## src/bffa_pkg.sv

```systemverilog
// bffa_pkg: shared types and constants of the bitmap first-fit block allocator
// no dependencies; used by every module under src

package bffa_pkg;

  localparam int WORD_W     = 64;
  localparam int WORD_SHIFT = 6;
  localparam int BLK_W      = 12;
  localparam int WIDX_W     = BLK_W - WORD_SHIFT;
  localparam int OFF_W      = WORD_SHIFT + 1;

  localparam int SIZE_W     = 23;
  localparam int FIRST_W    = 10;
  localparam int COUNT_W    = 11;
  localparam int START_W    = 10;
  localparam int ADDR_W     = 49;
  localparam int BASE_W     = 48;
  localparam int BIU_W      = 11;
  localparam int CFG_IDX_W  = 1;
  localparam int CFG_DATA_W = 48;
  localparam int NEED_W     = SIZE_W + 1;

  localparam logic [BIU_W-1:0] BIU_RESET = 11'd1024;

  localparam logic OP_ALLOC = 1'b0;
  localparam logic OP_FREE  = 1'b1;

  localparam logic [CFG_IDX_W-1:0] REG_BLOCKS_IN_USE = 1'b0;
  localparam logic [CFG_IDX_W-1:0] REG_POOL_BASE     = 1'b1;

  typedef enum logic [1:0] {
    STAT_OK       = 2'd0,
    STAT_NO_SPACE = 2'd1,
    STAT_RANGE    = 2'd2
  } status_t;

  typedef enum logic [2:0] {
    ST_CLEAR,
    ST_IDLE,
    ST_SCAN,
    ST_UPDATE,
    ST_RESP
  } state_t;

  typedef struct packed {
    logic             found;
    logic [BLK_W-1:0] start;
    logic [BLK_W-1:0] carry;
  } run_hit_t;

endpackage

```

## src/bffa_run_mask.sv

```systemverilog
// bffa_run_mask: bit mask of one map word covered by a block range [lo, hi)
// depends on bffa_pkg for widths

module bffa_run_mask (
  input  logic [bffa_pkg::BLK_W-1:0]  g0,
  input  logic [bffa_pkg::BLK_W-1:0]  lo,
  input  logic [bffa_pkg::BLK_W-1:0]  hi,
  output logic [bffa_pkg::WORD_W-1:0] mask
);
  import bffa_pkg::*;

  logic [OFF_W-1:0] lo_off;
  logic [OFF_W-1:0] hi_off;

  function automatic logic [OFF_W-1:0] clamp_off(input logic [BLK_W-1:0] v,
                                                 input logic [BLK_W-1:0] base);
    logic [BLK_W-1:0] diff;
    diff = v - base;
    if (v <= base) begin
      return '0;
    end else if (diff >= BLK_W'(WORD_W)) begin
      return OFF_W'(WORD_W);
    end else begin
      return diff[OFF_W-1:0];
    end
  endfunction

  always_comb begin
    lo_off = clamp_off(lo, g0);
    hi_off = clamp_off(hi, g0);
    for (int j = 0; j < WORD_W; j++) begin
      mask[j] = (OFF_W'(j) >= lo_off) && (OFF_W'(j) < hi_off);
    end
  end

endmodule

```

## config.mk

```make
export PLATFORM = sky130hd
export DESIGN_NAME = bffa_run_mask
export DESIGN_NICKNAME = d
export VERILOG_FILES = /design/src/bffa_pkg.sv /design/src/bffa_run_mask.sv
export SDC_FILE = /design/constraint.sdc
export NUM_CORES = 1
export LEC_CHECK = 0
export ABC_CLOCK_PERIOD_IN_PS = 6390
export BUFFER_PORTS_ARGS = -buffer_cell sky130_fd_sc_hd__buf_2
export CORE_MARGIN = 10
export CORE_UTILIZATION = 30
export DETAILED_ROUTE_END_ITERATION = 10
export PLACE_DENSITY = 0.51
export REMOVE_ABC_BUFFERS = 1
export SLEW_MARGIN = 10
export SYNTH_ARGS = -nofsm -noshare
export SYNTH_HDL_FRONTEND = slang
export SYNTH_SLANG_ARGS = --single-unit
```

## constraint.sdc

```tcl
create_clock -name vclk -period 6.39
set_input_delay 0.9585 -clock vclk [all_inputs]
set_output_delay 0.9585 -clock vclk [all_outputs]
set_load 0.03 [all_outputs]
```

## Word-level counts from Yosys, hierarchy flattened

Cells that the tools add are included.

- Reductions and logical operators: 64
- Multiply operators: 0
- Eq/ne operators: 0
- Add/sub/neg operators: 2
- Shift-type cells: 0
- Divide/modulo/power cells: 0
- Multiplexer cells: 4
- Bitwise operators: 0
- $lt $le $gt $ge: 132

Operators with widths:

| operator | number |
|---|---|
| 6-bit by 7-bit greater-or-equal comparator with 1-bit output (first input constant) | 32 |
| 6-bit by 7-bit < comparator with 1-bit output (first input constant) | 32 |
| 5-bit by 7-bit greater-or-equal comparator with 1-bit output (first input constant) | 16 |
| 5-bit by 7-bit < comparator with 1-bit output (first input constant) | 16 |
| 1-bit logical AND | 64 |
| 4-bit by 7-bit greater-or-equal comparator with 1-bit output (first input constant) | 8 |
| 4-bit by 7-bit < comparator with 1-bit output (first input constant) | 8 |
| 3-bit by 7-bit greater-or-equal comparator with 1-bit output (first input constant) | 4 |
| 3-bit by 7-bit < comparator with 1-bit output (first input constant) | 4 |
| 7-bit 2-to-1 mux | 4 |
| 12-bit by 7-bit greater-or-equal comparator with 1-bit output (second input constant) | 2 |
| 12-bit <= comparator | 2 |
| 12-bit subtractor | 2 |
| 1-bit by 7-bit greater-or-equal comparator with 1-bit output (first input constant) | 2 |
| 2-bit by 7-bit greater-or-equal comparator with 1-bit output (first input constant) | 2 |
| 1-bit by 7-bit < comparator with 1-bit output (first input constant) | 2 |
| 2-bit by 7-bit < comparator with 1-bit output (first input constant) | 2 |

- Memory bits (writable): 0
- Latch bits: 0
- Memories: 0
- Memory bits (read-only): 0
- Input bits: 36
- Bits in registers: 0

## Logic depth before layout (Yosys ltp)

Gate-level depths: netlist of the first run.

- Depth in word-level cells: 6
- Mapped depth: 14
- Gate-level depth less buffers: 12

## Worst setup path after synthesis of the first run

Ideal clock, no wire load.

- Kind: input port to output port
- Start point: input port lo[0] (netlist bit)
- End point: output port mask[0] (netlist bit)
- Arrival: 4.503 ns
- Path slack: 0.928 ns
- Data required time: 5.431 ns
- Path buffers: 0
- Stages on the path: 11
- Cell sequence: inv_1 > ha_1 > fa_1 > nor2b_1 > o31a_1 > o22a_1 > o32ai_1 > a2111o_2 > nor2_8 > a21oi_1 > a2111oi_0

- Word-level cells in the longest chain between the ends: 6
- Elaborated cells between the ends (all ways): 7
- Those cells by class: 1 x add/sub; 3 x order compare; 2 x mux; 1 x reduce/logical

RTL lines:

| item | RTL line | text |
|---|---|---|
| from (decl) | bffa_run_mask.sv:6 | `input logic [bffa_pkg::BLK_W-1:0] lo,` |
| 12-bit subtractor | bffa_run_mask.sv:18 | `diff = v - base;` |
| 12-bit by 7-bit greater-or-equal comparator with 1-bit output | bffa_run_mask.sv:21 | `end else if (diff >= BLK_W'(WORD_W)) begin` |
| 7-bit 2-to-1 mux | bffa_run_mask.sv:21 |  |
| 7-bit 2-to-1 mux * | bffa_run_mask.sv:19 | `if (v <= base) begin` |
| 1-bit by 7-bit greater-or-equal comparator with 1-bit output * | bffa_run_mask.sv:32 | `mask[j] = (OFF_W'(j) >= lo_off) && (OFF_W'(j) < hi_off);` |
| 1-bit logical AND * | bffa_run_mask.sv:32 |  |
| to (decl) | bffa_run_mask.sv:8 | `output logic [bffa_pkg::WORD_W-1:0] mask` |

Every way passes the cells marked *; elsewhere a longest branch is shown, timed or not.

## Worst setup path after layout of the first run

- Start point: input port g0[0] (netlist bit)
- End point: output port mask[6] (netlist bit)

- Word-level cells in the longest chain between the ends: 6
- Elaborated cells between the ends (all ways): 13
- Those cells by class: 2 x add/sub; 6 x order compare; 4 x mux; 1 x reduce/logical

RTL lines:

| item | RTL line | text |
|---|---|---|
| from (decl) | bffa_run_mask.sv:5 | `input logic [bffa_pkg::BLK_W-1:0] g0,` |
| 12-bit subtractor | bffa_run_mask.sv:18 |  |
| 12-bit by 7-bit greater-or-equal comparator with 1-bit output | bffa_run_mask.sv:21 |  |
| 7-bit 2-to-1 mux | bffa_run_mask.sv:21 |  |
| 7-bit 2-to-1 mux | bffa_run_mask.sv:19 |  |
| 3-bit by 7-bit greater-or-equal comparator with 1-bit output / 3-bit by 7-bit < comparator with 1-bit output (equally long branches) | bffa_run_mask.sv:32 |  |
| 1-bit logical AND * | bffa_run_mask.sv:32 |  |

Marks and branches as above.

==> impl_metrics.py, run 1 <==
metrics = {
    "final_layout": {
        "n_antenna_cell": 0,
        "mostFrequentLayoutCell": "buf_2",
        "nFillCells": 1095,
        "design_area_um2": 3556,
        "nets": 602,
        "layout-drive-gt1-share_pct": 25.46,
        "syn2layout_area_growth_pct": 20.12,
        "final_cell_mix": "buf_2, a21oi_1, nor2_1",
        "nClkBuffers": 0,
        "seq_cell_count": 0,
        "regArea_um2": 0,
    },
    "placed_design": {
        "place_area_um2": 3548,
        "place_hpwl_um": 9895,
        "place_congestion": 0.9228,
        "numPortBuffers": 100,
    },
    "routing": {
        "drc": 0,
        "drtPass1Iterations": 5,
        "ant_nets": 0,
        "wl_um": 12900,
        "wl_per_cell_um": 19.22,
        "vias": 4078,
        "vias_per_cell": 6.077,
        "first_iter_violations": 429,
    },
    "floorplan": {
        "core_um2": 9684,
        "die_h_um": 119.3,
        "rows": 36,
        "ios": 100,
        "initial_core_util_pct": 30.57,
        "die-width_um": 119.3,
        "dieArea_um2": 14240,
    },
    "global_routing": {
        "gr-total-overflow": 0,
        "grt_pass1_vias": 3931,
        "globalRouteTotalUtil_pct": 16.90,
        "grt_pass1_wl_um": 20800,
        "grt_max_degree": 47,
        "grt_antenna_before_repair": 0,
    },
    "worst_setup_path": {
        "slowest_stage": "a2111o_2",
        "critPathArrivalTime_ps": 4470,
        "path_max_fanout": 42,
        "critical_path_class": "in2out",
        "cpMostUsedCell": "buf_2",
        "crit_chain": "buf_2 -> ha_1 -> fa_1 -> nor2b_1 -> o31a_1 -> o22a_1 -> o32ai_1 -> a2111o_2 -> nor2_8 -> a31oi_2 -> a2111oi_2 -> buf_2",
        "max_stage_delay_ps": 530,
        "start_kind": "input pin",
        "cp_data_required_time_ps": 5430,
        "end_kind": "output port",
    },
    "worst_hold_path": {
        "min-delay-start": "g0[0]",
        "holdPathEnd": "mask[30]",
        "min_path_cells": 6,
        "hold_class": "in2out",
    },
    "pwr": {
        "cellPowerDensity_nw_per_um2": 182.9,
        "p_leak_uw": 0.001579,
        "irDropWorstVdd_v": 0.00005772,
    },
    "synth": {
        "synth_compound_area_share_pct": 45.18,
        "synth_cell_types": 72,
        "synthAdderAreaFrac_pct": 11.50,
        "synth_warnings": 0,
        "synth-seq-area-share_pct": 0,
        "netlist_instances": 460,
        "synth-simple-area-share_pct": 31.91,
        "netlist_area_um2": 2960,
        "synth_xor_area_share_pct": 3.550,
        "synth.mux.area_fraction_pct": 0.3381,
        "syn_area_per_cell_um2": 6.436,
        "synth_top_family_by_area": "compound AO/OA/AOI/OAI gates",
    },
    "sta": {
        "hold_viol_final": 0,
        "clock.fmax_mhz": 184.3,
        "finalCritPeriodShare_pct": 84.90,
        "tightest_slew_ps": 868.6,
        "post-route-min-period_ps": 5425,
        "grt_setup_unrepaired": "false",
        "finalMaxSlewViolations": 0,
        "tns_ps": 0,
        "slew_headroom_pct": 41.90,
        "setup_viol": 0,
    },
    "clock_tree": {
        "cts_hold_buf": 0,
        "cts.repair.resized": 0,
        "post_cts_buffers": 0,
    },
    "outcome": {
        "status": "completed",
    },
    "job": {
        "drv_cap": 0,
    },
}
worst max-delay path: cells and delay by family:
family | cells | cell delay [ps]
AOI/OAI and AO/OA | 6 | 1790
buffers and inverters | 2 | 380
adders and majority gates | 2 | 650
and+or+nand+nor | 2 | 670
metrics by stage:
step	total power, µW	hold WS (ps)	worst slack, ps	util (%)	instances
after floorplan	449.7	2426	525.7	-	430
after global placement	638.7	2757	1015	36.64	671
after detailed placement	641.5	2755	1005	36.64	671
after CTS	643.4	2757	1003	36.64	671
after global routing	702.7	2825	718.1	36.72	671
final	650.4	2776	965.0	36.72	671
report_power, final:
| group | switching, µW | internal (µW) |
|---|---|---|
| registers | 0 | 0 |
| logic | 463 | 187 |
| clock network | 0 | 0 |
| total | 463 | 187 |
cells by family after synthesis:
group / after synthesis
buffers and inverters: 51
adders and majority gates: 26
muxes: 1
xor gates and xnor gates: 12
and+or+nand+nor: 178
AOI/OAI and AO/OA: 192
cells in the mapped netlist (all sizes together), types with 6 or more instances:
master / n / share of area (%)
a21oi: 52 / 8.8
o21ai: 38 / 6.9
nor2: 36 / 5.1
nand2: 34 / 4.3
nor3: 32 / 6.1
a211oi: 24 / 6.1
ha: 24 / 10
inv: 21 / 2.7
nand3: 18 / 3.6
buf: 17 / 3.2
a221oi: 14 / 4.4
nor4: 14 / 3.0
clkbuf: 13 / 1.6
a31oi: 11 / 2.5
nand2b: 11 / 2.3
o21a: 8 / 2.0
xor2: 8 / 2.4
a21o: 6 / 1.5
and3: 6 / 1.3
nand4: 6 / 1.5
how the worst max path moves through the flow:
stage / endpoint / slack, ps / cells after the start / startpoint
floorplan: mask[0] / 530 / 8 / g0[9]
global placement: mask[6] / 1010 / 12 / g0[0]
detailed placement: mask[6] / 1000 / 12 / g0[0]
CTS: mask[6] / 1000 / 12 / g0[0]
global route: mask[13] / 720 / 12 / g0[0]
finish: mask[6] / 960 / 12 / g0[0]
area by class of cell:
type / instances / area [µm²] / share of cell area, %
Timing Repair Buffer: 108 / 560.5 / 15.76
Multi-Input combinational cell: 409 / 2750 / 77.34
Tap cell: 133 / 166.4 / 4.680
Inverter: 21 / 78.83 / 2.217
routing by layer:
layer / part of all wire (%) / routed length (µm) / up-vias / track usage (%)
met2: 45 / 5783 / 233 / 27.52
li1: - / - / 1951 / -
met4: 1.4 / 186 / 0 / 3.620
met5: 0 / 0 / - / 0
met1: 44 / 5682 / 1877 / 22.93
met3: 9.7 / 1246 / 17 / 2.598
Power figures use the tool's default switching activity.
==> inputs of run 2 (changes only) <==
Settings changed: ABC_CLOCK_PERIOD_IN_PS 6390 to 5500.
Clock period 6.39 ns to 5.5 ns, I/O delays scaled along.
==> impl_metrics.py, run 2 (synthesized netlist as in run 1, its figures left out) <==
metrics = {
    "routing": {
        "wl_per_cell_um": 19.41,
        "drc": 0,
        "wl_um": 13280,
        "drtPass1Iterations": 5,
        "ant_nets": 0,
        "vias": 4114,
        "vias_per_cell": 6.015,
        "first_iter_violations": 371,
    },
    "placed_design": {
        "place_hpwl_um": 10490,
        "place_inst": 684,
        "numPortBuffers": 100,
        "place_congestion": 0.9666,
    },
    "worst_setup_path": {
        "path_max_fanout": 36,
        "end_kind": "output port",
        "cp_data_required_time_ps": 4680,
        "critical_path_class": "in2out",
        "critPathArrivalTime_ps": 4300,
        "start_kind": "input pin",
    },
    "final_layout": {
        "nClkBuffers": 0,
        "layout.cells.non_filler": 684,
        "n_antenna_cell": 0,
        "nFillCells": 1082,
        "syn2layout_area_growth_pct": 23.16,
        "mostFrequentLayoutCell": "buf_2",
        "nets": 615,
        "layout-drive-gt1-share_pct": 27.04,
        "final_cell_mix": "buf_2, a21oi_1, nor2_1",
        "regArea_um2": 0,
        "seq_cell_count": 0,
    },
    "clock_tree": {
        "cts_hold_buf": 0,
        "post_cts_buffers": 0,
        "cts.repair.resized": 0,
    },
    "sta": {
        "setup_viol": 0,
        "slew_headroom_pct": 39.62,
        "grt_setup_unrepaired": "false",
        "finalMaxSlewViolations": 0,
        "post-route-min-period_ps": 5123,
        "whs_ps": 2491,
        "hold_viol_final": 0,
        "tightest_slew_ps": 896.2,
        "clock.fmax_mhz": 195.2,
        "finalCritPeriodShare_pct": 93.15,
    },
    "floorplan": {
        "core_um2": 9684,
        "rows": 36,
        "ios": 100,
        "die-width_um": 119.3,
        "dieArea_um2": 14240,
        "initial_core_util_pct": 30.57,
        "die_h_um": 119.3,
    },
    "global_routing": {
        "gr-total-overflow": 0,
        "grt_pass1_vias": 4011,
        "grt_antenna_before_repair": 0,
        "grt_pass1_wl_um": 21620,
        "grt_max_degree": 37,
        "globalRouteTotalUtil_pct": 17.77,
    },
    "pwr": {
        "p_leak_uw": 0.001636,
        "irDropWorstVdd_v": 0.00007946,
        "cellPowerDensity_nw_per_um2": 213.2,
    },
    "worst_hold_path": {
        "min_path_cells": 6,
        "holdPathEnd": "mask[54]",
        "hold_class": "in2out",
        "min-delay-start": "g0[0]",
    },
    "outcome": {
        "status": "completed",
    },
    "job": {
        "drv_cap": 0,
    },
}
run 2: changes by cell type in the layout (fill, tap and decap cells not counted), sizes merged:
cell / change
buf: +13
run 2: cell type report:
class	count	area (µm²)	area share, %
inverters	21	78.83	2.162
multi-input cells	409	2743	75.22
well taps	133	166.4	4.564
repair buffers	121	658.1	18.05
run 2: through the flow:
stage	setup slack, ps	area (µm²)	total power, µW	util (%)	TNS (ps)
after detailed placement	418.5	3646	767.0	37.65	0
after CTS	418.5	3646	770.0	37.65	0
final	376.8	3646	777.3	37.65	0
after floorplan	-97.29	2816	522.5	-	-97.29
after global placement	503.1	3646	762.5	37.65	0
after global routing	37.56	3646	841.5	37.65	0
run 2: where the power goes:
| group | leakage, µW | switching (µW) | internal (µW) |
|---|---|---|---|
| Sequential | 0 | 0 | 0 |
| Clock | 0 | 0 | 0 |
| Combinational | 0.00164 | 545 | 233 |
| Total | 0.00164 | 545 | 233 |
run 2: worst max-delay path: stages:
cell and delay, ps:
buf_2 110, ha_1 220, fa_1 430, nor2b_1 170, o31a_1 210, o22a_1 220, o32ai_1 90, a2111o_2 520
nor2_8 430, a31oi_2 240, a2111oi_1 520, buf_2 300
run 2: how the worst max path moves through the flow:
stage                     startpoint  endpoint  depth (start not counted)
after global placement         hi[0]  mask[18]                         14
after CTS                      hi[0]  mask[21]                         14
after global routing           hi[0]  mask[22]                         14
after detailed placement       hi[0]  mask[21]                         14
final                          g0[0]   mask[4]                         12
after floorplan                g0[9]   mask[0]                          8
run 2: routing by layer:
layer	routed length [µm]	share of wire (%)	global-route usage, %	up-vias
li1	-	-	-	1971
met1	5757	43	24.08	1894
met2	5922	45	28.56	226
met3	1270	9.6	2.598	23
met4	329	2.5	4.977	0
met5	0	0	0	-
==> inputs of run 3 (changes only) <==
Settings changed: BUFFER_PORTS_ARGS -buffer_cell sky130_fd_sc_hd__buf_2 to -buffer_cell sky130_fd_sc_hd__buf_4.
==> impl_metrics.py, run 3 (synthesized netlist as in run 1, its figures left out) <==
metrics = {
    "sta": {
        "tightest_slew_ps": 902.3,
        "setup_viol": 0,
        "clock.fmax_mhz": 193.7,
        "slew_headroom_pct": 39.21,
        "finalMaxSlewViolations": 0,
        "grt_setup_unrepaired": "false",
        "setup_slack_ps": 338.1,
        "post-route-min-period_ps": 5162,
        "hold_viol_final": 0,
        "finalCritPeriodShare_pct": 93.85,
    },
    "pwr": {
        "combPwrFrac_pct": 100.0,
        "sequentialPowerShare_pct": 0,
        "p_int_uw": 277.5,
        "clockPowerShare_pct": 0,
        "power.net_switching_uw": 551.5,
        "cellPowerDensity_nw_per_um2": 214.0,
        "p_leak_uw": 0.001684,
        "switching_share_pct": 66.52,
        "irDropWorstVdd_v": 0.00007080,
    },
    "clock_tree": {
        "post_cts_buffers": 0,
        "cts.repair.resized": 0,
        "cts_hold_buf": 0,
    },
    "worst_setup_path": {
        "path_max_fanout": 17,
        "crit_chain": "buf_4 -> ha_1 -> inv_1 -> fa_1 -> a21o_1 -> a221oi_1 -> o21a_1 -> o21ai_0 -> and2_1 -> nand4_2 -> nor3_2 -> a221oi_1 -> buf_4",
        "critPathArrivalTime_ps": 4340,
        "slowest_stage": "nor3_2",
        "cp_data_required_time_ps": 4680,
        "max_stage_delay_ps": 660,
        "critical_path_class": "in2out",
        "start_kind": "input pin",
        "critPathTopFamily": "simple AND/OR/NAND/NOR gates",
        "end_kind": "output port",
        "cp_num_buf_inv": 3,
    },
    "final_layout": {
        "seq_cell_count": 0,
        "mostFrequentLayoutCell": "buf_4",
        "syn2layout_area_growth_pct": 30.85,
        "n_antenna_cell": 0,
        "final_util_pct": 40.00,
        "nClkBuffers": 0,
        "nets": 612,
        "layout.cells.non_filler": 681,
        "final_cell_mix": "buf_4, a21oi_1, nor2_1",
        "design_area_um2": 3874,
        "regArea_um2": 0,
        "layout-drive-gt1-share_pct": 26.64,
    },
    "global_routing": {
        "grt_antenna_before_repair": 0,
        "grt_max_degree": 40,
        "grt_pass1_wl_um": 21830,
        "gr-total-overflow": 0,
        "grt_pass1_vias": 3984,
        "globalRouteTotalUtil_pct": 17.89,
    },
    "placed_design": {
        "place_area_um2": 3874,
        "place_congestion": 1.014,
        "numPortBuffers": 100,
        "place_hpwl_um": 10530,
        "place_inst": 681,
        "post-place-ws_ps": 411.7,
    },
    "routing": {
        "first_iter_violations": 396,
        "wl_per_cell_um": 19.84,
        "ant_nets": 0,
        "drtPass1Iterations": 7,
        "drc": 0,
        "vias_per_cell": 6.009,
        "wl_um": 13510,
        "vias": 4092,
    },
    "floorplan": {
        "die_h_um": 119.3,
        "rows": 36,
        "die-width_um": 119.3,
        "initial_core_util_pct": 30.57,
        "core_um2": 9684,
        "ios": 100,
        "dieArea_um2": 14240,
    },
    "worst_hold_path": {
        "hold_class": "in2out",
    },
    "job": {
        "drv_cap": 0,
    },
    "outcome": {
        "status": "completed",
    },
}
-- run 3: per-stage QoR --
stage | power (µW) | TNS, ps | hold slack, ps
4_1_cts | 822.6 | 0 | 2481
5_1_grt | 892.9 | 0 | 2518
2_1_floorplan | 522.5 | -97.29 | 2159
3_3_place_gp | 818.2 | 0 | 2491
3_5_place_dp | 820.4 | 0 | 2478
6_report | 829.1 | 0 | 2485
-- run 3: path summary, 6_finish.rpt --
check,to,cells after the start,from,slack [ps]
hold / removal,mask[54],6,g0[0],2490
setup / recovery,mask[22],13,g0[0],340
-- run 3: metal layers --
metal / vias up / track usage (%) / routed length, µm
li1: 1962 / - / -
met1: 1877 / 24.80 / 6178
met2: 226 / 29.08 / 5989
met3: 27 / 2.078 / 1083
met5: - / 0 / 0
met4: 0 / 3.620 / 263
-- run 3: layout make-up --
| cell class | instances | area, µm² |
|---|---|---|
| fillers | 1042 | 5811 |
| multi-input cells | 409 | 2743 |
| repair buffers | 118 | 885.9 |
| well taps | 133 | 166.4 |
| inverters | 21 | 78.83 |
-- run 3: power by group through the flow --
stage | clock network [µW] | logic (µW) | registers (µW)
floorplan | 0 | 523 | 0
global placement | 0 | 818 | 0
detailed placement | 0 | 820 | 0
CTS | 0 | 823 | 0
global route | 0 | 893 | 0
finish | 0 | 829 | 0
