## config.mk

```make
export PLATFORM = sky130hd
export DESIGN_NAME = bffa_map_ram
export DESIGN_NICKNAME = d
export VERILOG_FILES = /design/src/bffa_pkg.sv /design/src/bffa_map_ram.sv
export SDC_FILE = /design/constraint.sdc
export NUM_CORES = 1
export LEC_CHECK = 0
export BUFFER_PORTS_ARGS = -buffer_cell sky130_fd_sc_hd__buf_2
export CAP_MARGIN = 20
export CORE_MARGIN = 1
export CORE_UTILIZATION = 25
export CTS_CLUSTER_DIAMETER = 100
export DETAILED_ROUTE_END_ITERATION = 10
export PLACE_DENSITY = 0.35
export SLEW_MARGIN = 30
export SYNTH_ARGS = -nofsm -noshare
export SYNTH_HDL_FRONTEND = slang
export SYNTH_SLANG_ARGS = --single-unit
```

## constraint.sdc

```tcl
create_clock -name clk -period 8.6 [get_ports clk]
set_clock_uncertainty 0.15 [all_clocks]
set_input_delay 0.86 -clock clk [delete_from_list [all_inputs] [get_ports clk]]
set_output_delay 0.86 -clock clk [all_outputs]
set_load 0.005 [all_outputs]
```

## src/bffa_pkg.sv

```systemverilog
// bffa_pkg: shared types and constants of the bitmap first-fit block allocator
// no dependencies; used by every module under src

package bffa_pkg;

  localparam int WORD_W     = 64;
  localparam int WORD_SHIFT = 6;
  localparam int BLK_W      = 12;
  localparam int WIDX_W     = BLK_W - WORD_SHIFT;
  localparam int OFF_W      = WORD_SHIFT + 1;

  localparam int SIZE_W     = 23;
  localparam int FIRST_W    = 10;
  localparam int COUNT_W    = 11;
  localparam int START_W    = 10;
  localparam int ADDR_W     = 49;
  localparam int BASE_W     = 48;
  localparam int BIU_W      = 11;
  localparam int CFG_IDX_W  = 1;
  localparam int CFG_DATA_W = 48;
  localparam int NEED_W     = SIZE_W + 1;

  localparam logic [BIU_W-1:0] BIU_RESET = 11'd1024;

  localparam logic OP_ALLOC = 1'b0;
  localparam logic OP_FREE  = 1'b1;

  localparam logic [CFG_IDX_W-1:0] REG_BLOCKS_IN_USE = 1'b0;
  localparam logic [CFG_IDX_W-1:0] REG_POOL_BASE     = 1'b1;

  typedef enum logic [1:0] {
    STAT_OK       = 2'd0,
    STAT_NO_SPACE = 2'd1,
    STAT_RANGE    = 2'd2
  } status_t;

  typedef enum logic [2:0] {
    ST_CLEAR,
    ST_IDLE,
    ST_SCAN,
    ST_UPDATE,
    ST_RESP
  } state_t;

  typedef struct packed {
    logic             found;
    logic [BLK_W-1:0] start;
    logic [BLK_W-1:0] carry;
  } run_hit_t;

endpackage

```

## src/bffa_map_ram.sv

```systemverilog
// bffa_map_ram: used-bit map storage, one write port and one registered read port
// depends on bffa_pkg for the word width

module bffa_map_ram #(
  parameter int DEPTH = 16,
  parameter int AW    = 4
) (
  input  logic                       clk,
  input  logic                       we,
  input  logic [AW-1:0]              waddr,
  input  logic [bffa_pkg::WORD_W-1:0] wdata,
  input  logic [AW-1:0]              raddr,
  output logic [bffa_pkg::WORD_W-1:0] rdata
);
  import bffa_pkg::*;

  logic [WORD_W-1:0] mem [DEPTH];

  always_ff @(posedge clk) begin
    if (we) begin
      mem[waddr] <= wdata;
    end
    rdata <= mem[raddr];
  end

endmodule

```

* Yosys cells after proc, flatten, opt, wreduce, memory -nomap -nowiden *
Memory sizes are Yosys's and may differ from the RTL's. A register that Yosys moved wholly into a read port is not among the register bits.
Index checks and enable logic that the tools add are counted.

word-level totals
  bits in registers = 0
  RAM bits = 1024
  input port bits = 74
  logic and storage cells = 3
  memories = 1

memories
  name  words  width  rd ports  clocked after Yosys merged registers in  wr ports  line                RTL
  mem   16     64     1         1                                        1         bffa_map_ram.sv:17  logic [WORD_W-1:0] mem [DEPTH];

operators by class
  mux-type cells = 2

operators by type and width
  operator  number
  $mux W1   2

* Depth between registers and ports, before layout *
Gate-level depths: netlist (run 1).

  depth in word-level cells = 2
  depth in mapped cells = 6

* Worst setup path after synthesis (run 1) *
No wires, ideal clock.

  path kind = input to register
  start = input port waddr[2]
  end = memory mem[0][0] (enable)
  arrival time = 5.723 ns
  setup slack = 2.161 ns
  cell stages on the path = 2
  buffers on the path = 0
  cells stage by stage = or3b_2 nor3_1

RTL lines
  element      line                RTL
  from (decl)  bffa_map_ram.sv:10  input logic [AW-1:0] waddr,
  to (decl)    bffa_map_ram.sv:17

Straight into the memory's write port.

* Worst setup path in the final report (run 1) *
  start = input port waddr[2]
  end = memory mem[3][54] (enable)

Straight into the memory's write port.

==> results of run 1 <==
-- synth_stat cells --
library cell,instances,area [um2]
sky130_fd_sc_hd__buf_4,6,45.0
sky130_fd_sc_hd__mux4_2,256,5770
sky130_fd_sc_hd__nor3_1,4,20.0
sky130_fd_sc_hd__dfxtp_1,64,1280
sky130_fd_sc_hd__and2_1,1,6.26
sky130_fd_sc_hd__edfxtp_1,1024,30700
sky130_fd_sc_hd__buf_2,13,65.1
sky130_fd_sc_hd__nand2_1,65,244
sky130_fd_sc_hd__buf_6,13,146
sky130_fd_sc_hd__buf_1,16,60.1
sky130_fd_sc_hd__nor2_1,13,48.8
sky130_fd_sc_hd__nand2b_1,2,12.5
sky130_fd_sc_hd__or3b_2,1,8.76
sky130_fd_sc_hd__nand3b_1,2,15.0
sky130_fd_sc_hd__a22oi_1,128,961
sky130_fd_sc_hd__nor2b_1,2,12.5
sky130_fd_sc_hd__clkbuf_1,36,135
sky130_fd_sc_hd__nand3_1,1,5.00
-- report_power, final --
group | internal, mW | switching (mW) | leakage, nW
Combinational | 0.208 | 0.319 | 3.06
Clock | 3.18 | 2.11 | 2.00
Sequential | 5.93 | 0.0459 | 9.79
Total | 9.31 | 2.47 | 14.9
-- flip-flops by register name, summed over array words and instances, names as in the netlist --
register / cells
rdata: 64
mem: 1024
-- worst reg2reg max path, cell delays in order, from the launching register on --
cell and delay [ns]:
sky130_fd_sc_hd__edfxtp_1 0.35, sky130_fd_sc_hd__mux4_2 0.48, sky130_fd_sc_hd__a22oi_1 0.33, sky130_fd_sc_hd__nand2_1 0.17
-- how the worst max path moves through the flow --
stage / start / cells after the start / to / slack (ns)
after CTS: raddr[0] / 5 / rdata[32] / 5.67
after floorplan: waddr[2] / 2 / mem[0][0] / 2.16
after global placement: raddr[1] / 5 / rdata[50] / 4.76
final: waddr[2] / 5 / mem[3][54] / 5.69
after detailed placement: raddr[0] / 5 / rdata[32] / 4.87
after global routing: waddr[2] / 5 / mem[0][26] / 5.59
-- cell type report --
cell class / count / area, um2 / share of cell area, %
Timing Repair Buffer: 185 / 1200 / 2.54
Sequential cell: 1088 / 32000 / 67.9
Clock inverter: 47 / 602 / 1.28
Tap cell: 2058 / 2570 / 5.46
Multi-Input combinational cell: 475 / 7230 / 15.3
Clock buffer: 182 / 3520 / 7.46
-- layer usage --
metal	part of all wire [%]	vias up
met1	46	9858
met3	4.4	132
met5	0.059	-
met4	1.6	12
met2	48	371
li1	-	7519
-- logic make-up (layout without fill, tap and decap cells) --
kind of cell	after synthesis	in the layout	share of synthesized area, %
flops	1088	1088	80.9
mux	256	256	14.6
compound gates	128	128	2.43
simple gates	91	91	0.942
buf+inv	84	414	1.14
==> impl_metrics.py, run 1 <==
metrics = {
    "status": {
        "outcome": "finished clean",
    },
    "global_route": {
        "grt_antenna_before_repair": 18,
        "track_usage_pct": 13.3,
        "global_route.usage.met2_pct": 21.6,
        "global_route.peak_usage_layer": "met2",
        "grt_max_degree": 86,
        "globalRouteMet3Util_pct": 2.58,
        "grt_pass1_wl_um": 149000,
        "met1_usage_pct": 18.2,
        "first_global_vias": 19700,
        "grt_remaining_overflow": 0,
    },
    "setup_path": {
        "critical_path.slowest_cell": "sky130_fd_sc_hd__buf_4",
        "critical_path.n_buffers_inverters": 3,
        "worstReg2RegEnd": "rdata[28]",
        "critical_path_required_ns": 8.79,
        "largest_incremental_delay_on_the_critical_path_ns": 0.77,
        "arrival_ns": 3.10,
        "critPathMaxFanout": 37,
        "timing_worst_setup_path_type": "in -> reg",
        "critical_path_end_type": "flop",
        "cpMostUsedCell": "sky130_fd_sc_hd__buf_4",
        "r2r_slack_ns": 6.98,
        "cp_cell_sequence": "buf_2 -> or3b_2 -> nor2_4 -> buf_4 -> buf_4",
        "critical_path.top_delay_family": "buffers and inverters",
        "regToRegStartpoint": "mem[3][28]",
        "startpoint_type": "primary input",
        "r2r_cells": 3,
    },
    "route": {
        "route.vias.total": 17900,
        "drtPass1Iterations": 4,
        "routed_wire_length_per_instance_um": 26.2,
        "viasPerCell": 4.43,
        "drt_iter0_markers": 1320,
        "final_antenna_net_count": 0,
        "drt_drc_violations_left": 0,
        "detail_route.wirelength_um": 106000,
    },
    "place": {
        "post-dp-hpwl_um": 54100,
        "gpl.final_weighted_congestion": 0.665,
        "dpl_worst_slack_ns": 4.87,
        "numPlacedInstances": 3805,
        "buffer_ports.inserted": 137,
        "placedInstanceArea_um2": 43000,
    },
    "timing": {
        "max_freq_mhz": 344,
        "layout_worst_path_cycle_share_pct": 33.8,
        "grt_setup_unrepaired": "no",
        "actual_transition_at_the_worst_max_transition_pin_ns": 0.973,
        "fin_setup_tns_ns": 0,
        "final.min_clock_period_ns": 2.91,
        "report.final.setup_viol": 0,
        "tightest_hold_margin_ns": 0.360,
        "postLayoutSetupSlackWorst_ns": 5.69,
        "timing_hold_violations_final": 0,
        "worst_slew_margin_relative_to_its_limit_pct": 35.2,
        "timing.final.max_slew_violations": 0,
    },
    "clock_network": {
        "cts.root.buffer_cell": "sky130_fd_sc_hd__clkbuf_16",
        "clkSinkCount": 1088,
        "cts_tree": "done",
        "path_clk_slew_ns": 0.06,
        "cts_hold_repair.buffers": 0,
        "max-clock-path-buffers": 3,
        "cts_buffers": 120,
        "post_cts.repair.setup_buffers": 0,
        "insertion_delay_ns": 0.73,
        "htree_levels": 3,
        "cts.repair.resized": 0,
    },
    "die": {
        "die_x_um": 400,
        "floorplan.initialDensity_pct": 25.3,
        "die_height_um": 400,
        "boundaryPins": 138,
        "die-area_um2": 160000,
        "fp-row-count": 145,
        "coreArea_um2": 157000,
    },
    "cells_and_area": {
        "post_layout_cell_count": 4035,
        "final_core_utilization_pct": 30.1,
        "layout.filler_cells": 15200,
        "layout.cell_area.non_filler_um2": 47200,
        "area.growth.synth_to_final_pct": 19.1,
        "drive_gt1_share_pct": 32.7,
        "number_of_diodes": 0,
        "final_net_count": 1944,
        "layout.cells.most_common_list": "sky130_fd_sc_hd__edfxtp_1 (1024), sky130_fd_sc_hd__mux4_2 (256), sky130_fd_sc_hd__buf_2 (135)",
        "layout_commonest_cell": "sky130_fd_sc_hd__edfxtp_1",
    },
    "power_and_ir_drop": {
        "ir_worst_vdd_mv": 0.156,
        "power_leakage_nw": 14.9,
        "report.power.total_mw": 11.8,
        "cellPowerDensity_nw_per_um2": 250,
    },
    "yosys": {
        "syn_avg_cell_area_um2": 24.0,
        "synth-warning-count": 0,
        "synth_sequential_area_ratio_pct": 80.9,
        "net_count_after_synthesis": 1721,
        "postSynthCellCount": 1647,
        "ys_ff_latch": 1088,
        "post_synth_num_cell_types": 18,
        "netlist_area_um2": 39600,
    },
    "flow_run": {
        "max_cap_violations": 0,
    },
    "hold_path": {
        "min-delay-path-class": "in -> reg",
        "worstHoldStart": "wdata[51]",
        "worstHoldPathCells": 1,
        "end_point_of_the_worst_hold_path": "mem[12][51]",
    },
}
(Power assumes the default switching activity.)
==> run 2: changes to the inputs <==
PLACE_DENSITY = 0.36   (was 0.35)
clock period = 2.6 ns   (was 8.6 ns; I/O delays follow)
==> impl_metrics.py, run 2 (synthesis results as in run 1) <==
metrics = {
    "status": {
        "outcome": "finished clean",
    },
    "power_and_ir_drop": {
        "cellPowerDensity_nw_per_um2": 797,
        "share_comb_of_total_power_pct": 5.0,
        "netSwitchingFraction_pct": 21.0,
        "internal_power_mw": 30.6,
        "switching_power_mw": 8.11,
        "ir_worst_vdd_mv": 0.495,
        "clkPwrFrac_pct": 43.9,
        "power_leakage_nw": 15.4,
        "report.power.total_mw": 38.7,
        "seq_power_share_pct": 51.1,
    },
    "cells_and_area": {
        "final_core_utilization_pct": 30.9,
        "layout_commonest_cell": "sky130_fd_sc_hd__edfxtp_1",
        "area.growth.synth_to_final_pct": 22.5,
        "layout.cell_area.non_filler_um2": 48500,
        "post_layout_cell_count": 4134,
        "final_net_count": 2039,
        "registers_with_the_highest_flip_flop_counts": "mem (1024), rdata (64)",
        "layout.filler_cells": 15100,
        "top_register": "mem",
        "layout.cells.most_common_list": "sky130_fd_sc_hd__edfxtp_1 (1024), sky130_fd_sc_hd__mux4_2 (256), sky130_fd_sc_hd__buf_2 (135)",
        "drive_gt1_share_pct": 32.3,
        "largest_register_ffs": 1024,
    },
    "clock_network": {
        "cts.root.buffer_cell": "sky130_fd_sc_hd__clkbuf_16",
        "max-clock-path-buffers": 3,
        "cts_buffers": 120,
        "htree_levels": 3,
        "insertion_delay_ns": 0.72,
        "path_clk_slew_ns": 0.06,
        "clkSinkCount": 1088,
        "cts_tree": "done",
    },
    "timing": {
        "timing.final.max_slew_violations": 0,
        "final.min_clock_period_ns": 1.84,
        "fin_setup_tns_ns": 0,
        "worst_slew_margin_relative_to_its_limit_pct": 60.0,
        "grt_setup_unrepaired": "no",
        "max_freq_mhz": 544,
        "timing_hold_violations_final": 0,
        "layout_worst_path_cycle_share_pct": 70.7,
        "report.final.setup_viol": 0,
        "postLayoutSetupSlackWorst_ns": 0.761,
        "actual_transition_at_the_worst_max_transition_pin_ns": 0.599,
        "tightest_hold_margin_ns": 0.104,
    },
    "setup_path": {
        "critical_path_end_type": "output pin",
        "critPathMaxFanout": 1,
        "critical_path.slowest_cell": "sky130_fd_sc_hd__dfxtp_1",
        "timing_worst_setup_path_type": "reg -> out",
        "arrival_ns": 1.43,
        "largest_incremental_delay_on_the_critical_path_ns": 0.51,
        "critical_path_required_ns": 2.19,
        "timing.critical_path.depth": 1,
        "critical_path.n_buffers_inverters": 1,
        "r2r_cells": 3,
        "startpoint_type": "flop",
        "cp_cell_sequence": "buf_2",
        "critical_path.top_delay_family": "flip-flops",
    },
    "place": {
        "gpl.final_weighted_congestion": 0.673,
        "dpl_worst_slack_ns": 0.366,
        "placedInstanceArea_um2": 43900,
        "buffer_ports.inserted": 137,
        "post-dp-hpwl_um": 55900,
        "numPlacedInstances": 3837,
    },
    "route": {
        "routed_wire_length_per_instance_um": 25.9,
        "route.vias.total": 18400,
        "detail_route.wirelength_um": 107000,
        "final_antenna_net_count": 0,
        "drt_iter0_markers": 1272,
        "drt_drc_violations_left": 0,
        "viasPerCell": 4.45,
        "drtPass1Iterations": 5,
    },
    "flow_run": {
        "max_cap_violations": 0,
    },
    "global_route": {
        "track_usage_pct": 13.5,
        "first_global_vias": 20500,
        "globalRouteMet3Util_pct": 2.19,
        "global_route.usage.met2_pct": 22.2,
        "grt_antenna_before_repair": 12,
        "grt_max_degree": 56,
        "grt_remaining_overflow": 0,
        "met1_usage_pct": 18.5,
        "global_route.peak_usage_layer": "met2",
        "grt_pass1_wl_um": 152000,
    },
    "die": {
        "die_height_um": 400,
        "floorplan.initialDensity_pct": 25.3,
        "coreArea_um2": 157000,
        "die_x_um": 400,
        "die-area_um2": 160000,
        "fp-row-count": 145,
        "boundaryPins": 138,
    },
    "hold_path": {
        "worstHoldPathCells": 3,
        "min-delay-path-class": "in -> reg",
    },
}
[run 2: cell count changes in the layout (fill, tap and decap cells not counted), sizes merged]
cell         previous run  this run
bufinv                 12        11
diode                   0         4
clkinv                 26        44
dlygate4sd3             0        64
clkbuf                182       168
clkinvlp                5         2
buf                   185       216
[run 2: metal layers]
layer  share of wire, %  up-vias  wire, um
met5              0.053        -        57
met4                1.9        8      1990
met3                4.2      147      4460
met2                 49      368     52300
met1                 45    10100     48400
li1                   -     7743         -
[run 2: area by class of cell]
class,instances,area (um2),area share [%]
Tap cell,2058,2570,5.31
Multi-Input combinational cell,475,7270,15.0
Timing Repair Buffer,280,2640,5.45
Clock buffer,168,3390,6.99
Clock inverter,61,576,1.19
Sequential cell,1088,32000,66.1
Antenna cell,4,10.0,0.0206
[run 2: power by group through the flow]
| stage | registers [mW] | logic [mW] | clock network [mW] |
|---|---|---|---|
| after floorplan | 20.1 | 0.946 | 0 |
| after global placement | 20.1 | 1.91 | 0 |
| after detailed placement | 20.1 | 1.93 | 0 |
| after CTS | 19.8 | 2.02 | 17.5 |
| after global routing | 19.8 | 2.12 | 18.1 |
| final | 19.7 | 1.94 | 17.0 |
[run 2: timing repair]
item	4_1_cts	5_1_grt
setup endpoints to repair	0	0
endpoints found under the hold margin	1024	0
gates resized for setup	0	0
hold buffers	64	0
setup buffers	0	0
[run 2: path summary, 6_finish.rpt]
kind / from / end / slack (ns)
min reg2reg: mem[14][27] / rdata[27] / 0.52
max reg2reg: mem[3][47] / rdata[47] / 0.99
max: rdata[0] / rdata[0] / 0.76
min: waddr[0] / mem[0][6] / 0.10
==> run 3: changes to the inputs <==
ABC_AREA = 1   (was default)
PLACE_DENSITY = 0.35   (was 0.36)
clock period = 1.7 ns   (was 2.6 ns; I/O delays follow)
==> impl_metrics.py, run 3 <==
metrics = {
    "place": {
        "numPlacedInstances": 6710,
        "gpl.final_weighted_congestion": 0.708,
        "post-dp-hpwl_um": 81000,
        "buffer_ports.inserted": 137,
    },
    "route": {
        "detail_route.wirelength_um": 140000,
        "routed_wire_length_per_instance_um": 19.9,
        "drt_drc_violations_left": 0,
        "final_antenna_net_count": 0,
        "viasPerCell": 4.19,
        "drtPass1Iterations": 5,
        "route.vias.total": 29600,
        "drt_iter0_markers": 1670,
    },
    "setup_path": {
        "timing_worst_setup_path_type": "in -> reg",
        "startpoint_type": "primary input",
        "arrival_ns": 2.22,
        "critical_path_required_ns": 2.25,
        "critical_path.top_delay_family": "buffers and inverters",
        "cpMostUsedCell": "sky130_fd_sc_hd__nand3_1",
        "largest_incremental_delay_on_the_critical_path_ns": 0.58,
        "critical_path_end_type": "flop",
        "critPathMaxFanout": 15,
        "critical_path.n_buffers_inverters": 5,
        "cp_cell_sequence": "dlygate4sd3_1 -> buf_8 -> inv_12 -> buf_16 -> nand3_1 -> nand3_1 -> nand3_1 -> dlygate4sd3_1 -> nand2_1",
        "critical_path.slowest_cell": "sky130_fd_sc_hd__dlygate4sd3_1",
    },
    "clock_network": {
        "cts_tree": "done",
        "cts_buffers": 135,
        "path_clk_slew_ns": 0.06,
        "cts.root.buffer_cell": "sky130_fd_sc_hd__clkbuf_16",
        "max-clock-path-buffers": 3,
        "clkSinkCount": 1088,
        "insertion_delay_ns": 0.78,
        "post_cts.repair.setup_buffers": 0,
        "htree_levels": 4,
    },
    "cells_and_area": {
        "area.growth.synth_to_final_pct": 24.8,
        "final_net_count": 4671,
        "layout_commonest_cell": "sky130_fd_sc_hd__nand2_1",
        "top_register": "mem",
        "largest_register_ffs": 1024,
        "layout.cells.most_common_list": "sky130_fd_sc_hd__nand2_1 (1344), sky130_fd_sc_hd__edfxtp_1 (1024), sky130_fd_sc_hd__inv_1 (768)",
        "layout.filler_cells": 18400,
        "post_layout_cell_count": 7062,
        "registers_with_the_highest_flip_flop_counts": "mem (1024), rdata (64)",
        "multiInputGateArea_um2": 9210,
        "register_area_um2": 32100,
        "drive_gt1_share_pct": 12.6,
    },
    "timing": {
        "worst_slew_margin_relative_to_its_limit_pct": 52.4,
        "timing_hold_violations_final": 0,
        "report.final.setup_viol": 0,
        "timing.final.max_slew_violations": 0,
        "actual_transition_at_the_worst_max_transition_pin_ns": 0.712,
        "fin_setup_tns_ns": 0,
        "max_freq_mhz": 597,
        "layout_worst_path_cycle_share_pct": 98.5,
        "tightest_hold_margin_ns": 0.0195,
        "final.min_clock_period_ns": 1.67,
    },
    "yosys": {
        "async_reset_ff_share_pct": 0,
        "syn_avg_cell_area_um2": 10.8,
        "ys_top_cells_by_area": "sky130_fd_sc_hd__edfxtp_1 (68%), sky130_fd_sc_hd__nand2_1 (11%), sky130_fd_sc_hd__nand3_1 (8.5%)",
        "netlist_area_um2": 45300,
        "net_count_after_synthesis": 4284,
        "synth-warning-count": 0,
        "synth_top_area_share_pct": 67.9,
        "synthMostInstantiatedCell": "sky130_fd_sc_hd__nand2_1",
        "synthFlopType": "sky130_fd_sc_hd__edfxtp_1",
        "synth_top_cells_by_count": "sky130_fd_sc_hd__nand2_1 (1349), sky130_fd_sc_hd__edfxtp_1 (1024), sky130_fd_sc_hd__inv_1 (771)",
        "synth_top_cell_by_area": "sky130_fd_sc_hd__edfxtp_1",
        "postSynthCellCount": 4210,
        "synth_sequential_area_ratio_pct": 70.7,
        "synth_enable_flop_cells": 1024,
        "post_synth_num_cell_types": 15,
        "ys_ff_latch": 1088,
    },
    "power_and_ir_drop": {
        "power_leakage_nw": 23.6,
        "report.power.total_mw": 62.6,
        "cellPowerDensity_nw_per_um2": 1110,
        "ir_worst_vdd_mv": 0.888,
    },
    "hold_path": {
        "min-delay-path-class": "in -> reg",
    },
    "global_route": {
        "track_usage_pct": 15.3,
        "grt_remaining_overflow": 0,
        "grt_antenna_before_repair": 3,
        "grt_pass1_wl_um": 204000,
        "grt_max_degree": 62,
        "first_global_vias": 29500,
    },
    "die": {
        "floorplan.initialDensity_pct": 25.3,
        "fp-row-count": 155,
        "boundaryPins": 138,
        "die-area_um2": 183000,
        "coreArea_um2": 179000,
        "die_height_um": 428,
        "die_x_um": 428,
    },
    "flow_run": {
        "max_cap_violations": 0,
    },
    "status": {
        "outcome": "finished clean",
    },
}
## run 3: cell count changes after synthesis, moves of 4 or more
cell / delta
sky130_fd_sc_hd__mux4_2: -256
sky130_fd_sc_hd__clkbuf_1: -15
sky130_fd_sc_hd__nor3_1: -4
sky130_fd_sc_hd__a22oi_1: -128
sky130_fd_sc_hd__inv_1: +771
sky130_fd_sc_hd__nand3_1: +768
sky130_fd_sc_hd__nor2_1: +4
sky130_fd_sc_hd__buf_1: -5
sky130_fd_sc_hd__buf_6: +33
sky130_fd_sc_hd__nand2_1: +1284
sky130_fd_sc_hd__buf_2: +103
sky130_fd_sc_hd__buf_4: +10
## run 3: path summary, 6_finish.rpt
kind	startpoint	end	slack (ns)	cells after the start
max reg2reg	mem[12][59]	rdata[59]	0.10	7
min	raddr[0]	rdata[54]	0.02	8
min reg2reg	mem[6][54]	rdata[54]	0.49	6
max	raddr[1]	rdata[8]	0.03	9
## run 3: through the flow
step | util (%) | worst slack, ns | instance area (um2)
2_1_floorplan | - | -0.430 | 45500
3_3_place_gp | 28.5 | -0.0487 | 51100
3_5_place_dp | 28.5 | -0.0445 | 51100
4_1_cts | 31.5 | -0.0253 | 56400
5_1_grt | 31.5 | -0.0108 | 56500
6_report | 31.5 | 0.0258 | 56500
## run 3: worst register-to-register path, stage by stage (launching register included)
cell and delay [ns]:
sky130_fd_sc_hd__edfxtp_1 0.35, sky130_fd_sc_hd__inv_1 0.06, sky130_fd_sc_hd__nand2_1 0.05, sky130_fd_sc_hd__dlygate4sd3_1 0.57
sky130_fd_sc_hd__nand3_2 0.07, sky130_fd_sc_hd__nand3_2 0.10, sky130_fd_sc_hd__nand3_2 0.07, sky130_fd_sc_hd__nand2_1 0.05
## run 3: layout make-up
type                       instances  area share, %
timing repair buffer             461           8.96
clock buffer                     197           6.73
multi-input combinational       2137           16.3
antenna                            3         0.0133
clock inverter                    47          0.821
tap                             2355           5.21
inverter                         774           5.24
sequential                      1088           56.7
## run 3: logic make-up after synthesis
logic type	count (synthesis)	synth area share (%)
DFF	1088	70.7
buffers and inverters	985	9.42
and+or+nand+nor	2137	19.9
## run 3: metal layers
layer / vias to the layer above / part of all wire [%] / wire length, um / track usage (%)
li1: 14400 / - / - / -
met1: 14500 / 47 / 66600 / 20.9
met2: 463 / 47 / 66600 / 25.2
met3: 173 / 3.1 / 4300 / 2.39
met4: 0 / 2.1 / 2920 / 4.06
met5: - / 0 / 0 / 0
## run 3: timing repair
item	CTS	global route
gates resized for setup	20	14
setup endpoints to repair	11	5
endpoints found under the hold margin	1269	0
hold buffers	104	0
gates cloned	0	1
pin swaps	0	2
## run 3: report_power, final
part | leakage [nW] | total (mW) | internal, mW | switching [mW]
combinational | 11.7 | 4.37 | 1.53 | 2.84
clock | 2.08 | 28.1 | 16.6 | 11.5
sequential | 9.79 | 30.2 | 30.0 | 0.201
